**config.mk**
```make
export PLATFORM = sky130hd
export DESIGN_NAME = imh_ctrl
export DESIGN_NICKNAME = d
export VERILOG_FILES = /design/src/design/imh_pkg.sv /design/src/design/imh_ctrl.sv
export SDC_FILE = /design/constraint.sdc
export NUM_CORES = 1
export LEC_CHECK = 0
export ABC_AREA = 1
export BUFFER_PORTS_ARGS = -buffer_cell sky130_fd_sc_hd__buf_2
export CAP_MARGIN = 20
export CELL_PAD_IN_SITES_DETAIL_PLACEMENT = 0
export CELL_PAD_IN_SITES_GLOBAL_PLACEMENT = 1
export CORE_ASPECT_RATIO = 1.5
export CORE_MARGIN = 2
export CORE_UTILIZATION = 25
export CTS_BUF_LIST = sky130_fd_sc_hd__clkbuf_4 sky130_fd_sc_hd__clkbuf_8
export DETAILED_ROUTE_END_ITERATION = 10
export HOLD_SLACK_MARGIN = 0.12
export PLACE_DENSITY = 0.86
export REMOVE_ABC_BUFFERS = 1
export SLEW_MARGIN = 15
export SYNTH_ARGS = -nofsm -noshare
export SYNTH_HDL_FRONTEND = slang
export SYNTH_SLANG_ARGS = --single-unit
```
**constraint.sdc**
```tcl
create_clock -name clk -period 1.37 [get_ports clk]
set_clock_uncertainty 0.1 [all_clocks]
set_input_delay 0.274 -clock clk [delete_from_list [all_inputs] [get_ports clk]]
set_output_delay 0.274 -clock clk [all_outputs]
set_load 0.05 [all_outputs]
```
**src/design/imh_pkg.sv**
```systemverilog
// ----------------------------------------------------------------------------
// imh_pkg
// Shared types and constants for the indexed min-heap open list.
// ----------------------------------------------------------------------------
package imh_pkg;

	localparam int HEAP_DEPTH = 256;
	localparam int GRID_COLS  = 64;
	localparam int GRID_ROWS  = 64;
	localparam int CELLS      = GRID_COLS * GRID_ROWS;
	localparam int SLOT_W     = $clog2(HEAP_DEPTH);
	localparam int CNT_W      = $clog2(HEAP_DEPTH + 1);
	localparam int CELL_W     = $clog2(CELLS);
	localparam int COST_W     = 24;

	localparam logic [1:0] OP_INSERT = 2'd0;
	localparam logic [1:0] OP_REMOVE = 2'd1;
	localparam logic [1:0] OP_UPDATE = 2'd2;
	localparam logic [1:0] OP_LOOKUP = 2'd3;

	localparam logic [1:0] ST_OK     = 2'd0;
	localparam logic [1:0] ST_FULL   = 2'd1;
	localparam logic [1:0] ST_ABSENT = 2'd2;
	localparam logic [1:0] ST_DUP    = 2'd3;

	typedef struct packed {
		logic [CELL_W-1:0] pos;
		logic [11:0]       par;
		logic [COST_W-1:0] g;
		logic [COST_W-1:0] h;
		logic [COST_W-1:0] f;
	} heap_ent_t;

	typedef struct packed {
		logic              present;
		logic [SLOT_W-1:0] slot;
	} map_ent_t;

	typedef enum logic [2:0] {
		HR_LAST, HR_SLOT, HR_PARENT, HR_LEFT, HR_RIGHT, HR_TOP
	} hrd_sel_t;

	typedef enum logic [1:0] {
		E_NONE, E_IN, E_REM, E_UPD
	} e_sel_t;

	typedef struct packed {
		logic       ready;
		logic       cap_in;
		logic       map_rd;
		logic       clr_wr;
		logic       map_del;
		logic       hrd_en;
		hrd_sel_t   hrd;
		e_sel_t     e_sel;
		logic       ins_init;
		logic       slot_init;
		logic       cnt_dec;
		logic       up_swap;
		logic       dn_eval_l;
		logic       dn_eval_r;
		logic       dn_swap;
		logic       place;
		logic       st_load;
		logic [1:0] st_code;
		logic       fin_map;
		logic       fin_ent;
		logic       out_load;
	} imh_cmd_t;

	typedef struct packed {
		logic [1:0] op;
		logic       present;
		logic       slot_last;
		logic       full;
		logic       i_zero;
		logic       up_win;
		logic       l_ok;
		logic       r_ok;
		logic       v_is_i;
		logic       clr_done;
		logic       out_free;
	} imh_sts_t;

	// Final cost: actual plus heuristic, saturated to the cost width.
	function automatic logic [COST_W-1:0] final_cost(input logic [COST_W-1:0] g,
			input logic [COST_W-1:0] h);
		logic [COST_W:0] sum;
		sum = {1'b0, g} + {1'b0, h};
		return sum[COST_W] ? {COST_W{1'b1}} : sum[COST_W-1:0];
	endfunction

endpackage

```
**src/design/imh_ctrl.sv**
```systemverilog
// ----------------------------------------------------------------------------
// imh_ctrl
// Sequencer for map clearing, heap operations, sift walks and result build.
// ----------------------------------------------------------------------------
module imh_ctrl import imh_pkg::*; (
	input  logic     clk,
	input  logic     arst_n,
	input  logic     in_fire,
	input  imh_sts_t sts,
	output imh_cmd_t cmd
);

	typedef enum logic [3:0] {
		S_CLR, S_IDLE, S_MRD, S_MAP, S_LOAD_REM, S_LOAD_UPD, S_UP_RD, S_UP_CMP,
		S_DN_RDL, S_DN_RDR, S_DN_CMPR, S_DN_DEC, S_PLACE, S_FIN, S_FIN2, S_FIN3
	} state_t;

	typedef enum logic [1:0] {D_FIN, D_PLACE, D_DOWN} after_t;

	state_t state_q, state_d;
	logic   moved_q, moved_d;
	after_t up_end;

	// Where a finished sift-up goes: inserts never sift down, and neither does
	// an entry that already moved up.
	always_comb begin
		up_end = (moved_q || sts.op == OP_INSERT) ? D_PLACE : D_DOWN;
	end

	always_comb begin
		cmd     = '0;
		cmd.hrd = HR_TOP;
		cmd.e_sel = E_NONE;
		state_d = state_q;
		moved_d = moved_q;
		case (state_q)
			S_CLR: begin
				cmd.clr_wr = 1'b1;
				if (sts.clr_done) state_d = S_IDLE;
			end
			S_IDLE: begin
				// A new item waits while the previous result still has nowhere to go.
				cmd.ready  = sts.out_free;
				cmd.cap_in = 1'b1;
				moved_d    = 1'b0;
				if (in_fire) state_d = S_MRD;
			end
			S_MRD: begin
				cmd.map_rd = 1'b1;
				state_d    = S_MAP;
			end
			S_MAP: begin
				cmd.st_load = 1'b1;
				cmd.st_code = ST_OK;
				state_d     = S_FIN;
				if (sts.op == OP_INSERT) begin
					if (sts.present) begin
						cmd.st_code = ST_DUP;
					end else if (sts.full) begin
						cmd.st_code = ST_FULL;
					end else begin
						cmd.e_sel    = E_IN;
						cmd.ins_init = 1'b1;
						state_d      = S_UP_RD;
					end
				end else if (!sts.present) begin
					cmd.st_code = ST_ABSENT;
				end else if (sts.op == OP_REMOVE) begin
					cmd.map_del = 1'b1;
					cmd.cnt_dec = 1'b1;
					if (!sts.slot_last) begin
						cmd.hrd_en    = 1'b1;
						cmd.hrd       = HR_LAST;
						cmd.slot_init = 1'b1;
						state_d       = S_LOAD_REM;
					end
				end else if (sts.op == OP_UPDATE) begin
					cmd.hrd_en    = 1'b1;
					cmd.hrd       = HR_SLOT;
					cmd.slot_init = 1'b1;
					state_d       = S_LOAD_UPD;
				end
			end
			S_LOAD_REM: begin
				cmd.e_sel = E_REM;
				state_d   = S_UP_RD;
			end
			S_LOAD_UPD: begin
				cmd.e_sel = E_UPD;
				state_d   = S_UP_RD;
			end
			S_UP_RD: begin
				if (sts.i_zero) begin
					state_d = (up_end == D_PLACE) ? S_PLACE : S_DN_RDL;
				end else begin
					cmd.hrd_en = 1'b1;
					cmd.hrd    = HR_PARENT;
					state_d    = S_UP_CMP;
				end
			end
			S_UP_CMP: begin
				if (sts.up_win) begin
					cmd.up_swap = 1'b1;
					moved_d     = 1'b1;
					state_d     = S_UP_RD;
				end else begin
					state_d = (up_end == D_PLACE) ? S_PLACE : S_DN_RDL;
				end
			end
			S_DN_RDL: begin
				if (sts.l_ok) begin
					cmd.hrd_en = 1'b1;
					cmd.hrd    = HR_LEFT;
					state_d    = S_DN_RDR;
				end else begin
					state_d = S_PLACE;
				end
			end
			S_DN_RDR: begin
				cmd.dn_eval_l = 1'b1;
				if (sts.r_ok) begin
					cmd.hrd_en = 1'b1;
					cmd.hrd    = HR_RIGHT;
					state_d    = S_DN_CMPR;
				end else begin
					state_d = S_DN_DEC;
				end
			end
			S_DN_CMPR: begin
				cmd.dn_eval_r = 1'b1;
				state_d       = S_DN_DEC;
			end
			S_DN_DEC: begin
				if (sts.v_is_i) begin
					state_d = S_PLACE;
				end else begin
					cmd.dn_swap = 1'b1;
					state_d     = S_DN_RDL;
				end
			end
			S_PLACE: begin
				cmd.place = 1'b1;
				state_d   = S_FIN;
			end
			S_FIN: begin
				cmd.map_rd = 1'b1;
				state_d    = S_FIN2;
			end
			S_FIN2: begin
				cmd.fin_map = 1'b1;
				cmd.hrd_en  = 1'b1;
				cmd.hrd     = HR_SLOT;
				state_d     = S_FIN3;
			end
			S_FIN3: begin
				cmd.fin_ent = 1'b1;
				cmd.hrd_en  = 1'b1;
				cmd.hrd     = HR_TOP;
				state_d     = S_IDLE;
				// Result is loaded from the idle state once the top read lands.
			end
			default: begin
				state_d = S_CLR;
			end
		endcase
	end

	always_ff @(posedge clk or negedge arst_n) begin
		if (!arst_n) begin
			state_q <= S_CLR;
			moved_q <= 1'b0;
		end else begin
			state_q <= state_d;
			moved_q <= moved_d;
		end
	end

endmodule

```
-- Yosys cells after proc, flatten, opt, wreduce, memory -nomap -nowiden
Cells that the tools add are included.
Widths: inputs -> output; s select.
- add/sub/neg operators: 0
- multipliers: 0
- div/mod/pow operators: 0
- $lt $le $gt $ge: 0
- equal/unequal tests: 21
- shift operators: 0
- mux-type cells: 57
- bitwise operators: 0
- reductions and logical operators: 8
- operator list (operator ; number):
    $mux 4 ; 17
    $pmux 4 s15 ; 1
    $eq 4x4->1 const B ; 8
    $pmux 4 s6 ; 1
    $mux 1 ; 19
    $mux 2 ; 9
    $mux 3 ; 6
    $eq 4x3->1 const B ; 4
    $mux 5 ; 2
    $eq 4x2->1 const B ; 2
    $ne 2x2->1 const B ; 3
    $pmux 2 s3 ; 1
    $eq 2x1->1 const B ; 2
    $eq 4x1->1 const B ; 1
    $logic_not 4->1 ; 1
    $reduce_and 2->1 ; 2
    $reduce_or 2->1 ; 2
    $eq 2x2->1 const B ; 1
    $logic_not 2->1 ; 1
    $pmux 1 s2 ; 1
    $reduce_bool 2->1 ; 1
    $logic_or 1x1->1 ; 1
- bits in registers: 5
- bits in latches: 0
- RAM bits: 0
- memory bits (read-only): 0
- bits of input ports: 15
- output and inout port bits: 25
- memories kept: 0

-- Depth between registers and ports, before layout
- word-level depth: 7
- mapped depth: 8
- gate-level depth less buffers: 8

-- Worst setup path before layout
No wires, ideal clock.
- path type: flip-flop to output port
- start point: register state_q[2]
- end point: output cmd[20] (netlist name)
- arrival: 2.247 ns
- data required time: 0.996 ns
- path slack: -1.251 ns
- stages on the path, launching flop included: 5
- path buffers: 1
- cells stage by stage: dfrtp_1 -> nor2_1 -> nand2_1 -> nor3_1 -> buf_4
- RTL lines (what ; RTL line ; source):
    start: declaration ; imh_ctrl.sv:20 ; state_t state_q, state_d;
    start signal: assignment ; imh_ctrl.sv:173 ; state_q <= state_d;
    end: declaration ; imh_ctrl.sv:10 ; output imh_cmd_t cmd

==> metrics.cfg <==
[setup_path]
required_ns=1.00
startpoint_type=flip-flop
crit_type=flip-flop to output pin
worstPathMaxFanout=5
r2r_slack_ns=-0.24
crit_arrival_ns=1.48
endpoint_kind=output pin

[global_routing]
grt_pass1_vias=1072
grt_pass1_wl_um=4310
grtUsageTotal_pct=18.2
grt_max_degree=7
gr-total-overflow=0
grt_antenna_before_repair=0

[drt]
vias=1138
drtIter0Drc=11
drt_wl_total_um=2930
antenna_left=0
route.detailed.drc=0
via_per_inst=4.55
firstDrtPassIters=4
wl_per_cell_um=11.7

[clocking]
cts_sinks=5
htree_levels=1
cts_buffers=3
ctsRootBufferMaster=clkbuf_8
clk_latency_ns=0.22
clockBufferDepth=2
clk_pin_slew_worst_paths_ns=0.03
cts_tree=done

[sta]
rsz0062_at_grt=yes
worst_slack_ns=-0.488
finalSetupViolations=28
clock.fmax_ghz=0.538
period_needed_ns=1.86
timing.hold.ws_ns=0.271
period_share_pct=136
finalHoldViolations=0
report.final.slew_viol_count=0

[placement]
dpl.hpwl_um=2210
place_ws_ns=-0.365
io_buffers=38
gp_congestion=0.869

[logic_synthesis]
syn_area_per_cell_um2=5.34
yosysSeqAreaShare_pct=17.9
synth.distinct_cells=26
syn_area_um2=699
yosysWarnings=0
netlist_instances=131
ys_ff_latch=5

[pwr]
leakage_nw=0.892
vdd_drop_max_mv=1.43
power_density_mw_per_mm2=2470
finalPower_mw=4.03

[floorplanning]
io-pin-count=40
rows=23
die_w_um=47.2
die_area_mm2=0.00325
die_h_um=68.8
start_util_pct=26.1
core-area_mm2=0.00268

[cells_and_area]
mostFrequentLayoutCell=buf_4
drive_gt1_share_pct=61.0
fin_nets=229
syn_to_final_growth_pct=133
final_cell_mix=buf_4, nand2_1, buf_6
diodes=0

[outcome]
status=finished with violations
violations=negative setup slack

[worst_hold_path]
min_path_type=primary input to flip-flop

[job]
cap_violations=0

[kinds of logic (layout without fill, tap and decap cells)]
| group | Yosys count | count (layout) | share of synthesized area, % |
|---|---|---|---|
| flops | 5 | 5 | 17.9 |
| buf+inv | 27 | 109 | 15.6 |
| compound gates | 10 | 10 | 8.59 |
| other cells | 1 | 1 | 0.536 |
| simple gates | 88 | 88 | 57.4 |
[state kept, by name, summed over array words and instances (netlist names)]
name	count
moved_q	1
state_q	4
[where the power goes]
part           leakage [nW]  internal (mW)  switching [mW]  total (mW)
Combinational         0.809           1.35            1.99        3.34
Clock                0.0262          0.219          0.0698       0.289
Sequential           0.0569          0.238           0.158       0.396
[through the flow]
stage / instances / util, % / TNS, ns / instance area, µm²
floorplan: 129 / - / -14.05 / 684
global placement: 240 / 44.5 / -4.94 / 1190
detailed placement: 240 / 44.5 / -5.28 / 1190
CTS: 246 / 55.6 / -8.72 / 1490
global route: 250 / 61.0 / -10.71 / 1630
finish: 250 / 61.0 / -8.93 / 1630
[critical path: stages, from the launching register on]
cell and delay (ns):
dfrtp_2 0.45, nand2_1 0.15, clkinv_1 0.11, nand2_1 0.10, nand2_1 0.06, nor2_1 0.11
nand3_1 0.11, buf_6 0.17
[final timing paths]
path / from / end / cells after the start
setup / recovery: state_q[2] / cmd[18] / 7
hold / removal: sts[2] / state_q[2] / 3
setup reg to reg: state_q[2] / state_q[1] / 10
hold reg to reg: moved_q / moved_q / 2
max in group asynchronous: arst_n / state_q[2] / 2
min in group asynchronous: arst_n / state_q[0] / 2
[layer usage]
metal  GRT usage [%]  routed length [µm]
met1            20.0                1100
met2            33.4                1650
met4            7.29                  48
met5               0                   0
met3            2.60                 126
[synth_stat cells]
cell      instances  area [µm²]
conb_1            1        3.75
nor2_1           24        90.1
nand2_2           2        12.5
nand2_1          35         131
o22ai_1           1        6.26
o21a_1            1        7.51
a21oi_2           1        8.76
nand3b_1          1        7.51
o21ai_1           1        5.00
inv_1            17        63.8
nand3_2           1        10.0
o21ai_0           1        5.00
dfrtp_1           5         125
nor2_4            1        11.3
and3_1            1        6.26
buf_4             2        15.0
nand4_1           3        18.8
nand3_1          11        55.1
nand2_4           1        11.3
o211ai_1          1        7.51
a21oi_1           4        20.0
clkinv_1          1        3.75
inv_2             7        26.3
nor2_2            2        12.5
nor3_2            1        10.0
nor3_1            5        25.0
[cell type report]
cell class	count	area, µm²
repair buffers	80	696
fillers	248	1040
clock buffers	4	48.8
multi-input cells	99	613
inverters	25	98.8
flip-flops and latches	5	130
well taps	37	46.3
[what timing repair did]
item	CTS	global route
setup endpoints to repair	27	29
gates resized for setup	73	35
endpoints found under the hold margin	5	0
buffers inserted	1	8
pin swaps	6	9
hold buffers	1	0
(Power assumes the default switching activity.)
